<file path="src/design/page_framebuffer_tile_blit_defines.svh">
// ---------------------------------------------------------------------------
// Assertion macros shared by the frame store blit RTL
// Each macro expands to one labeled concurrent assertion on the rising clock,
// disabled while the asynchronous reset is asserted.
// ---------------------------------------------------------------------------
`ifndef PAGE_FRAMEBUFFER_TILE_BLIT_DEFINES_SVH
`define PAGE_FRAMEBUFFER_TILE_BLIT_DEFINES_SVH

// Same-cycle implication: when ante holds, cons holds on that edge.
`define PFTB_ASSERT_NOW(lbl, clk_s, rstn_s, ante, cons, msg) \
	lbl: assert property (@(posedge clk_s) disable iff (!rstn_s) (ante) |-> (cons)) \
		else $error(msg);

// Next-cycle implication: when ante holds, cons holds on the following edge.
`define PFTB_ASSERT_NEXT(lbl, clk_s, rstn_s, ante, cons, msg) \
	lbl: assert property (@(posedge clk_s) disable iff (!rstn_s) (ante) |=> (cons)) \
		else $error(msg);

`endif

</file>
<file path="src/design/pftb_pkg.sv">
`timescale 1ns / 1ps
// ---------------------------------------------------------------------------
// pftb_pkg
// Geometry constants, opcodes, states and controller/datapath interface types.
// ---------------------------------------------------------------------------
package pftb_pkg;

	localparam int SCREEN_WIDTH  = 128;
	localparam int SCREEN_HEIGHT = 64;
	localparam int PAGE_COUNT    = (SCREEN_HEIGHT + 7) / 8;
	localparam int STORE_SIZE    = SCREEN_WIDTH * PAGE_COUNT;
	localparam int ADDR_W        = $clog2(STORE_SIZE);

	// Input field widths
	localparam int OP_W    = 2;
	localparam int ORG_W   = 9;
	localparam int TW_W    = 8;
	localparam int ROW_W   = 8;
	localparam int BCOL_W  = 5;
	localparam int DATA_W  = 8;
	localparam int RIDX_W  = 10;
	localparam int STEP_W  = 3;

	// Screen coordinate width: 9-bit signed origin plus an 8-bit offset
	localparam int COORD_W = 11;
	// Width used to range-check a read index against the store size; one bit
	// above both so that STORE_SIZE itself fits
	localparam int IDX_W   = ((ADDR_W > RIDX_W) ? ADDR_W : RIDX_W) + 1;

	typedef enum logic [OP_W-1:0] {
		OP_CLEAR = 2'd0,
		OP_PIXEL = 2'd1,
		OP_TILE  = 2'd2,
		OP_READ  = 2'd3
	} op_t;

	typedef enum logic [2:0] {
		ST_INIT,
		ST_IDLE,
		ST_CLEAR,
		ST_CALC,
		ST_RD,
		ST_WR,
		ST_FETCH,
		ST_DONE
	} state_t;

	typedef struct packed {
		logic latch;     // capture the input word
		logic clr_wr;    // write zero at the sweep address, advance sweep
		logic calc_load; // register address, mask and value of current pixel
		logic mem_rd;    // read store at the held address
		logic mem_wr;    // write modified byte back
		logic step_inc;  // advance to next tile bit
		logic out_load;  // load the result register
	} cmd_t;

	typedef struct packed {
		logic stop;      // current tile bit lies beyond the tile width
		logic hit;       // current pixel lies on screen
		logic last;      // current step is the final one of the item
		logic clr_last;  // sweep is at the final address
	} sts_t;

endpackage

</file>
<file path="src/design/pftb_ctrl.sv">
`timescale 1ns / 1ps
// ---------------------------------------------------------------------------
// pftb_ctrl
// Sequencer for clear sweeps, byte reads, pixel read-modify-write steps and result hand-off.
// ---------------------------------------------------------------------------
`include "page_framebuffer_tile_blit_defines.svh"

module pftb_ctrl (
	input  logic                      clk,
	input  logic                      arst_n,
	input  logic                      in_valid,
	output logic                      in_stall,
	input  logic [pftb_pkg::OP_W-1:0] op,
	output logic                      out_valid,
	input  logic                      out_stall,
	output pftb_pkg::cmd_t            cmd,
	input  pftb_pkg::sts_t            sts
);
	import pftb_pkg::*;

	state_t state_q, state_d;
	logic   out_vld_q;
	logic   accept;

	assign accept = in_valid && (state_q == ST_IDLE);

	always_comb begin
		state_d = state_q;
		case (state_q)
			ST_INIT: begin
				if (sts.clr_last) state_d = ST_IDLE;
			end
			ST_IDLE: begin
				if (in_valid) begin
					case (op_t'(op))
						OP_CLEAR: state_d = ST_CLEAR;
						OP_READ:  state_d = ST_FETCH;
						default:  state_d = ST_CALC;
					endcase
				end
			end
			ST_CLEAR: begin
				if (sts.clr_last) state_d = ST_DONE;
			end
			ST_CALC: begin
				if (sts.stop) state_d = ST_DONE;
				else if (sts.hit) state_d = ST_RD;
				else if (sts.last) state_d = ST_DONE;
			end
			ST_RD:    state_d = ST_WR;
			ST_WR:    state_d = sts.last ? ST_DONE : ST_CALC;
			ST_FETCH: state_d = ST_DONE;
			ST_DONE: begin
				if (!out_vld_q || !out_stall) state_d = ST_IDLE;
			end
			default:  state_d = ST_INIT;
		endcase
	end

	always_comb begin
		cmd           = '0;
		cmd.latch     = accept;
		cmd.clr_wr    = (state_q == ST_INIT) || (state_q == ST_CLEAR);
		cmd.calc_load = (state_q == ST_CALC) && !sts.stop && sts.hit;
		cmd.mem_rd    = (state_q == ST_RD) || (state_q == ST_FETCH);
		cmd.mem_wr    = (state_q == ST_WR);
		cmd.step_inc  = ((state_q == ST_CALC) && !sts.stop && !sts.hit && !sts.last) ||
		                ((state_q == ST_WR) && !sts.last);
		cmd.out_load  = (state_q == ST_DONE) && (!out_vld_q || !out_stall);
	end

	always_ff @(posedge clk or negedge arst_n) begin
		if (!arst_n) begin
			state_q   <= ST_INIT;
			out_vld_q <= 1'b0;
		end else begin
			state_q   <= state_d;
			out_vld_q <= cmd.out_load || (out_vld_q && out_stall);
		end
	end

	assign in_stall  = (state_q != ST_IDLE);
	assign out_valid = out_vld_q;

	`PFTB_ASSERT_NEXT(a_accept_blocks, clk, arst_n, in_valid && !in_stall, in_stall,
		"input taken again before the current word finished")
	`PFTB_ASSERT_NEXT(a_rd_then_wr, clk, arst_n, state_q == ST_RD, state_q == ST_WR,
		"pixel read not followed by its write-back")
	`PFTB_ASSERT_NOW(a_load_free, clk, arst_n, cmd.out_load, !out_vld_q || !out_stall,
		"result loaded over an unaccepted result")
	`PFTB_ASSERT_NOW(a_step_bound, clk, arst_n, cmd.step_inc, !sts.last,
		"tile step advanced past the final bit")
	`PFTB_ASSERT_NOW(a_one_writer, clk, arst_n, cmd.clr_wr, !cmd.mem_wr && !cmd.latch,
		"clear sweep overlaps another store access")

endmodule

</file>
<file path="config.mk">
export PLATFORM = sky130hd
export DESIGN_NAME = pftb_ctrl
export DESIGN_NICKNAME = d
export VERILOG_FILES = /design/src/design/pftb_pkg.sv /design/src/design/pftb_ctrl.sv
export VERILOG_INCLUDE_DIRS = /design/src /design/src/design
export SDC_FILE = /design/constraint.sdc
export NUM_CORES = 1
export LEC_CHECK = 0
export BUFFER_PORTS_ARGS = -buffer_cell sky130_fd_sc_hd__clkbuf_2
export CAP_MARGIN = 0
export CORE_AREA = 2 2 39 41
export DETAILED_ROUTE_END_ITERATION = 10
export DIE_AREA = 0 0 41 43
export GPL_TIMING_DRIVEN = 0
export PLACE_DENSITY = 0.5
export SYNTH_ARGS = -nofsm -noshare
export SYNTH_HDL_FRONTEND = slang
export SYNTH_SLANG_ARGS = --single-unit
</file>
<file path="constraint.sdc">
create_clock -name clk -period 2.1 [get_ports clk]
set_clock_uncertainty 0.1 [all_clocks]
set_input_delay 0.42 -clock clk [delete_from_list [all_inputs] [get_ports clk]]
set_output_delay 0.42 -clock clk [all_outputs]
set_load 0.03 [all_outputs]
</file>
; ---- Word level (Yosys, flattened, before mapping)
; Index checks and enable logic that the tools add are counted.
[totals]
regBits = 4
latch_bits = 0
ramBits = 0
mem_bits_ro = 0
in_bits = 10
output_inout_bits = 9
wordCells = 47
mem_count = 0
[classes]
add_sub_neg = 0
mul = 0
div = 0
order_cmp = 0
n_eq_ne = 14
n_shift = 0
n_mux = 10
n_bitwise = 0
n_reduce_logical = 21
[ops]
columns = operator, count
row1 = $mux W3, 8
row2 = $pmux W3 S8, 1
row3 = $eq A3 B3 Y1 const B, 4
row4 = $logic_and A1 B1 Y1, 8
row5 = $ne A2 B2 Y1 const B, 4
row6 = $eq A3 B2 Y1 const B, 2
row7 = $pmux W3 S2, 1
row8 = $logic_not A1 Y1, 5
row9 = $logic_or A1 B1 Y1, 5
row10 = $reduce_and A5 Y1, 1
row11 = $ne A4 B4 Y1 const B, 1
row12 = $eq A3 B1 Y1 const B, 1
row13 = $logic_not A3 Y1, 1
row14 = $ne A3 B1 Y1 const B, 1
row15 = $eq A2 B2 Y1 const B, 1
row16 = $logic_not A2 Y1, 1

; ---- Longest topological paths before layout
; Gate-level depths: netlist of the first run.
[depth]
word_depth = 5
ltp_mapped = 4
ltp_nobuf = 4

; ---- Worst setup path before layout of the first run
; OpenSTA, ideal clock, no wires.
[synth_timing]
path_type = flip-flop to output port
start = register state_q[0]
end = output cmd[1] in the netlist's numbering
arrival_ns = 1.401
required_time_ns = 1.580
slack_ns = 0.179
stages_incl_launch_ff = 5
path_buffers = 1
path_cell_list = dfrtp_1 buf_2 nand2_1 nor2_1 o2bb2ai_1
[synth_rtl]
columns = item, line
row1 = from (decl), pftb_ctrl.sv:21  ; state_t state_q, state_d;
row2 = from (signal assigned), pftb_ctrl.sv:77  ; state_q <= state_d;
row3 = to (decl), pftb_ctrl.sv:16  ; output pftb_pkg::cmd_t cmd,

; ---- Worst setup path in the final report of the first run
[layout_timing]
start = register state_q[2]
end = output cmd[6] in the netlist's numbering
[layout_between]
elab_chain_len = 2
[layout_lines]
columns = item, line
row1 = $eq A3 B1 Y1, pftb_ctrl.sv:25  ; assign accept = in_valid && (state_q == ST_IDLE);
row2 = $logic_and A1 B1 Y1, pftb_ctrl.sv:25
; Every way passes these cells.

==> results of run 1 <==
==> cell type report <==
type	instances	area [sq um]
Fill cell	159	907
Multi-Input combinational cell	30	188
Sequential cell	4	100
Timing Repair Buffer	19	100
Buffer	4	35.0
Clock buffer	3	22.5
Tap cell	16	20.0
Inverter	3	11.3
==> cells by family after synthesis <==
family | count (synthesis) | share of synthesized area [%]
AND/OR/NAND/NOR | 18 | 25.8
AO/OA/AOI/OAI | 10 | 23.6
buffers and inverters | 7 | 13.9
flip-flops | 4 | 30.0
multiplexers | 1 | 3.00
adder cells (fa/ha/maj) | 1 | 3.74
==> stage by stage <==
| step | power [mW] | cells | utilization (%) | hold slack (ps) |
|---|---|---|---|---|
| after global placement | 0.677 | 75 | 32.1 | 131 |
| after CTS | 0.783 | 79 | 34.4 | 319 |
| after floorplan | 0.557 | 41 | - | 24.4 |
| after detailed placement | 0.680 | 75 | 32.1 | 130 |
| final | 0.778 | 79 | 34.4 | 323 |
| after global routing | 0.839 | 79 | 34.4 | 348 |
==> state kept, by name (all words and copies together), names as in the netlist <==
name,count
state_q,3
out_valid,1
==> worst max path at each step <==
stage	to	slack, ps	cells after the start
detailed placement	cmd[6]	310	5
global route	cmd[0]	3	4
finish	cmd[6]	70	5
global placement	cmd[6]	320	5
CTS	cmd[6]	50	5
floorplan	cmd[1]	180	4
==> report_power, final <==
| part | leakage (nW) | internal, mW | switching, mW | total (mW) |
|---|---|---|---|---|
| clock | 0.0138 | 0.0641 | 0.0339 | 0.0980 |
| combinational | 0.189 | 0.200 | 0.338 | 0.537 |
| sequential | 0.0443 | 0.118 | 0.0247 | 0.143 |
==> repair_timing <==
action,CTS,global route
endpoints found under the setup margin,0,1
hold buffers,1,0
hold endpoints to repair,4,0
gates resized for setup,0,1
==> worst max-delay path, cell delays in order, from the launching register on <==
cell     delay [ps]
dfrtp_1         360
buf_6           130
or3b_4          400
nor2_1           90
buf_4           100
buf_2           180
==> cell usage in the layout, fill, tap and decap left out, types with 2 or more instances in the layout <==
master     n
clkbuf_2  17
nor2_1     7
nand2_1    5
dfrtp_1    4
inv_1      3
clkbuf_4   3
buf_6      2
buf_2      2
a21oi_1    2
==> layer usage <==
metal,wire length (um),GRT usage (%),vias to the layer above,share of wire [%]
met5,0,0,-,0
met4,10,6.00,0,1.3
met3,50,6.28,2,6.3
met2,374,13.4,11,47
met1,362,16.2,167,45
li1,-,-,187,-
==> flow_metrics.py, run 1 <==
metrics = {
    "synth": {
        "yosys.area.top_type_share_pct": 30.0,
        "synth_nets": 52,
        "synth.avg_cell_area_sq_um": 8.15,
        "synth.distinct_cells": 24,
        "yosys_register_bits": 4,
        "syn_inst": 41,
        "ys_top_cells_by_area": "dfrtp_1 30%, nor2_1 7.9%, buf_6 6.7%, nand2_1 5.6%, a41oi_2 4.9%",
        "synth_edf_count": 0,
        "yosysSeqAreaShare_pct": 30.0,
        "synth.most_common_cell": "nor2_1",
        "synthFlopType": "dfrtp_1",
        "yosysTopAreaCell": "dfrtp_1",
        "async_flop_share_pct": 100,
        "yosys_warnings": 0,
        "synthTopCellsByCount": "7 x nor2_1, 5 x nand2_1, 4 x dfrtp_1, 3 x inv_1",
        "synth.cell_area_sq_um": 334,
    },
    "clock_tree": {
        "clkLatencyLatePin_ps": 240,
        "cts.htree.levels": 1,
        "clk_path_buf_depth": 2,
        "cts_tree": "yes",
        "cts.sinks": 4,
        "numCtsBuffers": 3,
        "post_cts_buffers": 0,
        "clk_pin_slew_ps": 40,
        "cts-root-buf": "clkbuf_4",
    },
    "sta": {
        "clock.fmax_mhz": 494,
        "worst_slew_pin_slew_ps": 205,
        "grt_setup_unrepaired": "no",
        "min_period_ps": 2030,
        "setup_viol_count_final": 0,
        "tns_ps": 0,
        "finalHoldViolCount": 0,
        "worst_slack_ps": 74.7,
        "relSlewSlack_pct": 86.2,
        "finalCritPeriodShare_pct": 96.4,
        "drv_slew": 0,
    },
    "hold_path": {
        "hold_path_end": "out_valid",
        "hold_depth": 3,
        "hold_path_class": "input port to flip-flop",
        "min_from": "out_stall",
    },
    "cells_and_area": {
        "area_growth_pct": 42.7,
        "layout-drive-gt1-share_pct": 42.9,
        "design_area_sq_um": 477,
        "finish.net_count": 76,
        "n_antenna_cell": 0,
    },
    "routing": {
        "post_drt_wl_per_cell_um": 10.1,
        "detail-route-antenna-nets": 0,
        "drt-vias-per-instance": 4.65,
        "num_vias": 367,
        "drtPass1Iterations": 4,
        "drt_iter0_drc": 5,
        "remaining_drc_errors": 0,
        "finalWirelength_um": 797,
    },
    "place": {
        "gp_congestion": 0.760,
        "port_buffers": 18,
        "dp_hpwl_um": 632,
        "pre_cts_ws_ps": 314,
        "placed_cell_area_sq_um": 444,
    },
    "floorplan": {
        "ios": 19,
        "initial_utilization_pct": 24.1,
        "die_h_um": 43,
        "core_sq_mm": 0.00138,
        "num_rows": 14,
        "dieArea_sq_mm": 0.00176,
        "fp.dieW_um": 41,
    },
    "critical_path": {
        "cp-start-kind": "flip-flop",
        "r2r_cells": 4,
        "path_max_fanout": 9,
        "path_class": "flip-flop to primary output",
        "critPathCaptureType": "primary output",
        "r2r-end": "state_q[2]",
        "crit_start": "state_q[2]",
        "rrSetupSlack_ps": 560,
        "rr_startpoint": "state_q[2]",
        "critPathRequiredTime_ps": 1580,
        "arrival_ps": 1510,
    },
    "global_route": {
        "antenna_found_initial": 0,
        "overflow": 0,
        "grt_first_pass_wirelength_um": 1340,
        "grt_pass1_vias": 322,
        "grt_start_max_net_pins": 11,
        "grtUsageTotal_pct": 11.5,
    },
    "outcome": {
        "status": "complete, no violations",
    },
    "power_and_ir_drop": {
        "p_leak_nw": 0.247,
        "vdd_ir_drop_max_mv": 0.563,
        "power_density_mw_per_mm2": 1630,
    },
    "job": {
        "drv_cap": 0,
    },
}
Note: power is estimated with default switching activity, not from simulation.
==> run 2: changes to the inputs <==
- CTS_BUF_LIST: default -> sky130_fd_sc_hd__clkbuf_8
- PLACE_DENSITY: 0.5 -> 0.51
- clock period: 2.1 -> 1.7 ns (I/O delays scaled with it)
==> run 2 against run 1 <==
Compared with the run above:
- the run now ends with setup timing left
- final cell count increased by 7.6%
- design area increased by 29%
- total power up 71%
- first-iteration DRC count is 60% lower
- register-to-register slack worse by 540 ps
- die area stayed put
- wire length up 19%
- sequential cell count stayed put
- combinational power is 74% higher
- hold slack worse by 14 ps
- largest cell class is now buffers
==> flow_metrics.py, run 2 (same netlist as run 1, synthesis figures left out) <==
metrics = {
    "cells_and_area": {
        "finish.net_count": 82,
        "regMostFlops": "state_q",
        "area_growth_pct": 83.9,
        "n_antenna_cell": 0,
        "instances_no_fill": 85,
        "largest_register_ffs": 3,
        "final_cell_mix": "11 x clkbuf_2, 10 x buf_4, 5 x nand2_1, 5 x nor2_1",
        "final_common_cell": "clkbuf_2",
        "layout-drive-gt1-share_pct": 55.1,
    },
    "critical_path": {
        "rr_startpoint": "state_q[2]",
        "crit_start": "state_q[2]",
        "critPathRequiredTime_ps": 1260,
        "r2r-end": "state_q[2]",
        "critPathCaptureType": "primary output",
        "r2r_cells": 5,
        "cp-start-kind": "flip-flop",
        "arrival_ps": 1270,
        "rrSetupSlack_ps": 20,
        "path_max_fanout": 2,
        "cp-endpoint": "cmd[6]",
        "path_class": "flip-flop to primary output",
    },
    "sta": {
        "tns_ps": -27.0,
        "min_period_ps": 1710,
        "grt_setup_unrepaired": "yes",
        "hold_ws_ps": 309,
        "relSlewSlack_pct": 86.2,
        "worst_slack_ps": -14.9,
        "setup_viol_count_final": 2,
        "finalHoldViolCount": 0,
        "finalCritPeriodShare_pct": 101,
        "drv_slew": 0,
        "clock.fmax_mhz": 583,
        "worst_slew_pin_slew_ps": 205,
    },
    "floorplan": {
        "ios": 19,
        "die_h_um": 43,
        "initial_utilization_pct": 24.1,
        "dieArea_sq_mm": 0.00176,
        "fp.dieW_um": 41,
        "core_sq_mm": 0.00138,
        "num_rows": 14,
    },
    "job": {
        "drv_cap": 0,
    },
    "hold_path": {
        "hold_path_class": "input port to flip-flop",
        "hold_depth": 3,
    },
    "outcome": {
        "violations": "setup timing",
        "status": "finished, violations left",
    },
    "place": {
        "dpl.cell_count": 75,
        "port_buffers": 18,
        "gp_congestion": 0.788,
        "dp_hpwl_um": 638,
    },
    "clock_tree": {
        "cts.sinks": 4,
        "cts-root-buf": "clkbuf_8",
        "clkLatencyLatePin_ps": 220,
        "numCtsBuffers": 3,
        "cts_tree": "yes",
        "clk_path_buf_depth": 2,
        "clk_pin_slew_ps": 30,
        "cts.htree.levels": 1,
    },
    "power_and_ir_drop": {
        "power_density_mw_per_mm2": 2160,
        "p_leak_nw": 0.299,
        "vdd_ir_drop_max_mv": 0.812,
    },
    "routing": {
        "drtPass1Iterations": 2,
        "drt-vias-per-instance": 4.59,
        "drt_iter0_drc": 2,
        "detail-route-antenna-nets": 0,
        "finalWirelength_um": 946,
        "post_drt_wl_per_cell_um": 11.1,
        "num_vias": 390,
        "remaining_drc_errors": 0,
    },
    "global_route": {
        "grt_start_max_net_pins": 11,
        "grt_pass1_vias": 404,
        "antenna_found_initial": 0,
        "grt_first_pass_wirelength_um": 1580,
        "grtUsageTotal_pct": 13.3,
        "overflow": 0,
    },
}
[run 2: changes by cell type in the layout (fill, tap and decap cells not counted), moves of 2 or more]
cell,previous run,this run
clkbuf_2,17,11
nor2_1,7,5
clkbuf_8,0,4
buf_2,2,0
buf_4,1,10
buf_8,0,2
clkbuf_4,3,1
nor2_2,0,2
[run 2: worst min path at each step]
| stage | startpoint | slack (ps) | end |
|---|---|---|---|
| 2_1_floorplan | arst_n | -60 | out_valid |
| 3_3_place_gp | arst_n | 50 | out_valid |
| 3_5_place_dp | arst_n | 50 | state_q[0] |
| 4_1_cts | out_stall | 270 | out_valid |
| 5_1_grt | out_stall | 340 | out_valid |
| 6_report | out_stall | 310 | out_valid |
[run 2: final cells by class]
| class | instances | area (sq um) |
|---|---|---|
| Fill cell | 144 | 769 |
| Inverter | 3 | 11.3 |
| Multi-Input combinational cell | 30 | 216 |
| Buffer | 1 | 11.3 |
| Tap cell | 16 | 20.0 |
| Timing Repair Buffer | 28 | 214 |
| Sequential cell | 4 | 100 |
| Clock buffer | 3 | 41.3 |
[run 2: worst max-delay path, cell delays in order, from the launching register on]
cell and delay, ps:
dfrtp_1 390, or3b_4 420, nor2_2 100, clkbuf_8 160
[run 2: power breakdown]
part	switching, mW	total (mW)	leakage, nW	internal (mW)
combinational	0.488	0.937	0.233	0.449
clock	0.0485	0.199	0.0216	0.151
sequential	0.0477	0.194	0.0443	0.146
total	0.584	1.33	0.299	0.746
[run 2: timing repair]
item | 4_1_cts | 5_1_grt
setup endpoints to repair | 4 | 8
buffers inserted | 6 | 3
endpoints found under the hold margin | 4 | 0
pin swaps | 4 | 4
gates cloned | 0 | 0
gates resized for setup | 18 | 7
hold buffers | 1 | 0
[run 2: per-layer routing]
layer  global-route usage (%)  wire, um
met3                     4.71        47
met5                        0         0
met4                     6.67         7
met1                     14.9       361
met2                     20.9       530
[run 2: metrics by stage]
stage                     power (mW)  area [sq um]  util (%)  setup slack [ps]
after floorplan                0.696           337         -              12.1
after global placement         0.845           447      32.3             0.366
after detailed placement       0.846           447      32.3             -10.6
after CTS                       1.28           601      43.4              -115
after global routing            1.43           614      44.4             -77.6
final                           1.33           614      44.4             -14.9
==> run 3: changes to the inputs <==
- CELL_PAD_IN_SITES_DETAIL_PLACEMENT: default -> 2
- CELL_PAD_IN_SITES_GLOBAL_PLACEMENT: default -> 2
- CORE_AREA: 2 2 39 41 -> default
- CORE_UTILIZATION: default -> 22
- DIE_AREA: 0 0 41 43 -> default
- PLACE_DENSITY: 0.51 -> 0.76
- clock period: 1.7 -> 1.9 ns (I/O delays scaled with it)
==> run 3 against run 2 <==
Compared with the run above:
- the flow now finishes without violations
- largest power group unchanged
- highest routed layer unchanged
- critical path type unchanged
- total power fell by 19%
- via count is 1.0% higher
- die area is 4.8% lower
==> flow_metrics.py, run 3 (same netlist as run 1, synthesis figures left out) <==
metrics = {
    "floorplan": {
        "dieArea_sq_mm": 0.00168,
        "initial_utilization_pct": 24.7,
        "num_rows": 13,
        "core_sq_mm": 0.00135,
        "fp.dieW_um": 41.0,
        "ios": 19,
        "die_h_um": 41.0,
    },
    "critical_path": {
        "rrSetupSlack_ps": 220,
        "critical_path_depth": 4,
        "crit_buf_inv": 3,
        "rr_startpoint": "state_q[2]",
        "cp-start-kind": "flip-flop",
        "worstPathCellList": "buf_6 -> or3b_4 -> buf_6 -> buf_8",
        "path_max_fanout": 5,
        "crit_start": "state_q[2]",
        "critPathRequiredTime_ps": 1420,
        "cp_common_cell": "buf_6",
        "path_class": "flip-flop to primary output",
        "r2r-end": "state_q[2]",
        "r2r_cells": 5,
        "arrival_ps": 1380,
        "cp-endpoint": "in_stall",
        "cp_slowest_stage_delay_ps": 420,
        "crit_path_top_delay_cell": "or3b_4",
        "critical-path-top-delay-family": "simple AND/OR/NAND/NOR gates",
        "critPathCaptureType": "primary output",
    },
    "cells_and_area": {
        "multi_input_area_sq_um": 199,
        "final_cell_mix": "14 x clkbuf_2, 6 x nor2_1, 5 x nand2_1",
        "layout-drive-gt1-share_pct": 48.5,
        "area_growth_pct": 67.4,
        "instances_no_fill": 81,
        "seq_area_sq_um": 100,
        "final_common_cell": "clkbuf_2",
        "fillers": 159,
        "n_antenna_cell": 0,
        "finish.net_count": 79,
        "largest_register_ffs": 3,
        "regMostFlops": "state_q",
    },
    "routing": {
        "drt-vias-per-instance": 4.86,
        "finalWirelength_um": 1130,
        "post_drt_wl_per_cell_um": 14.0,
        "detail-route-antenna-nets": 0,
        "drt_iter0_drc": 4,
        "remaining_drc_errors": 0,
        "drtPass1Iterations": 3,
        "num_vias": 394,
    },
    "global_route": {
        "grt_first_pass_wirelength_um": 1550,
        "antenna_found_initial": 0,
        "grtUsageTotal_pct": 15.4,
        "overflow": 0,
        "grt_start_max_net_pins": 11,
        "grt_pass1_vias": 384,
    },
    "sta": {
        "clock.fmax_mhz": 537,
        "relSlewSlack_pct": 82.6,
        "hold_ws_ps": 334,
        "grt_setup_unrepaired": "no",
        "setup_viol_count_final": 0,
        "drv_slew": 0,
        "worst_slack_ps": 37.2,
        "worst_slew_pin_slew_ps": 259,
        "tns_ps": 0,
        "finalHoldViolCount": 0,
        "min_period_ps": 1860,
        "finalCritPeriodShare_pct": 98.0,
    },
    "clock_tree": {
        "clk_pin_slew_ps": 30,
        "clkLatencyLatePin_ps": 220,
        "numCtsBuffers": 3,
        "cts.htree.levels": 1,
        "clk_path_buf_depth": 2,
        "cts.sinks": 4,
        "cts-root-buf": "clkbuf_8",
        "cts_tree": "yes",
    },
    "power_and_ir_drop": {
        "pwr-share-seq_pct": 15.5,
        "vdd_ir_drop_max_mv": 0.493,
        "p_int_mw": 0.585,
        "power_density_mw_per_mm2": 1930,
        "p_leak_nw": 0.277,
        "p_sw_share_pct": 45.9,
        "p_switching_mw": 0.496,
        "clkPwrFrac_pct": 16.6,
        "pwr-share-comb_pct": 67.9,
        "finalPower_mw": 1.08,
    },
    "place": {
        "dp_hpwl_um": 812,
        "pre_cts_ws_ps": 123,
        "dpl.cell_count": 74,
        "gp_congestion": 0.692,
        "port_buffers": 18,
    },
    "job": {
        "drv_cap": 0,
    },
    "outcome": {
        "status": "complete, no violations",
    },
    "hold_path": {
        "hold_path_class": "input port to flip-flop",
    },
}
## run 3: worst min path at each step
stage / startpoint / end / slack [ps] / cells past startpoint
floorplan: arst_n / out_valid / -20 / 0
global route: out_stall / out_valid / 350 / 3
finish: out_stall / out_valid / 330 / 3
detailed placement: arst_n / out_valid / 90 / 1
CTS: out_stall / out_valid / 320 / 3
global placement: arst_n / out_valid / 90 / 1
## run 3: cell type report
| cell class | instances | area share (%) |
|---|---|---|
| timing repair buffer | 23 | 28.4 |
| tap | 15 | 3.36 |
| inverter | 3 | 2.01 |
| sequential | 4 | 17.9 |
| multi-input combinational | 30 | 35.6 |
| buffer | 3 | 5.37 |
| clock buffer | 3 | 7.38 |
## run 3: timing repair
item	4_1_cts	5_1_grt
endpoints found under the setup margin	1	4
pin swaps	2	1
hold buffers	1	0
hold endpoints to repair	4	0
resized for setup	5	11
setup buffers	2	2
## run 3: layer usage
layer / GRT usage [%] / share of wire (%) / vias to the layer above / routed length (um)
li1: - / - / 193 / -
met1: 15.2 / 41 / 189 / 460
met2: 27.0 / 54 / 10 / 612
met3: 2.17 / 3.0 / 2 / 34
met4: 15.0 / 1.9 / 0 / 22
met5: 0 / 0 / - / 0
## run 3: tightest hold or removal path: cells and delay by family
kind / cells / cell delay, ps
buffers and inverters: 1 / 100
and+or+nand+nor: 2 / 130
## run 3: power groups by stage
stage          registers (mW)  logic (mW)  clock network (mW)
4_1_cts                 0.163       0.658               0.187
5_1_grt                 0.170       0.794               0.192
6_report                0.167       0.735               0.180
2_1_floorplan           0.175       0.442                   0
3_3_place_gp            0.160       0.601                   0
3_5_place_dp            0.164       0.607                   0
## run 3: per-stage QoR
| step | utilization (%) | instance area (sq um) |
|---|---|---|
| floorplan | - | 334 |
| global placement | 32.8 | 443 |
| detailed placement | 32.8 | 443 |
| CTS | 38.6 | 522 |
| global route | 41.4 | 559 |
| finish | 41.4 | 559 |
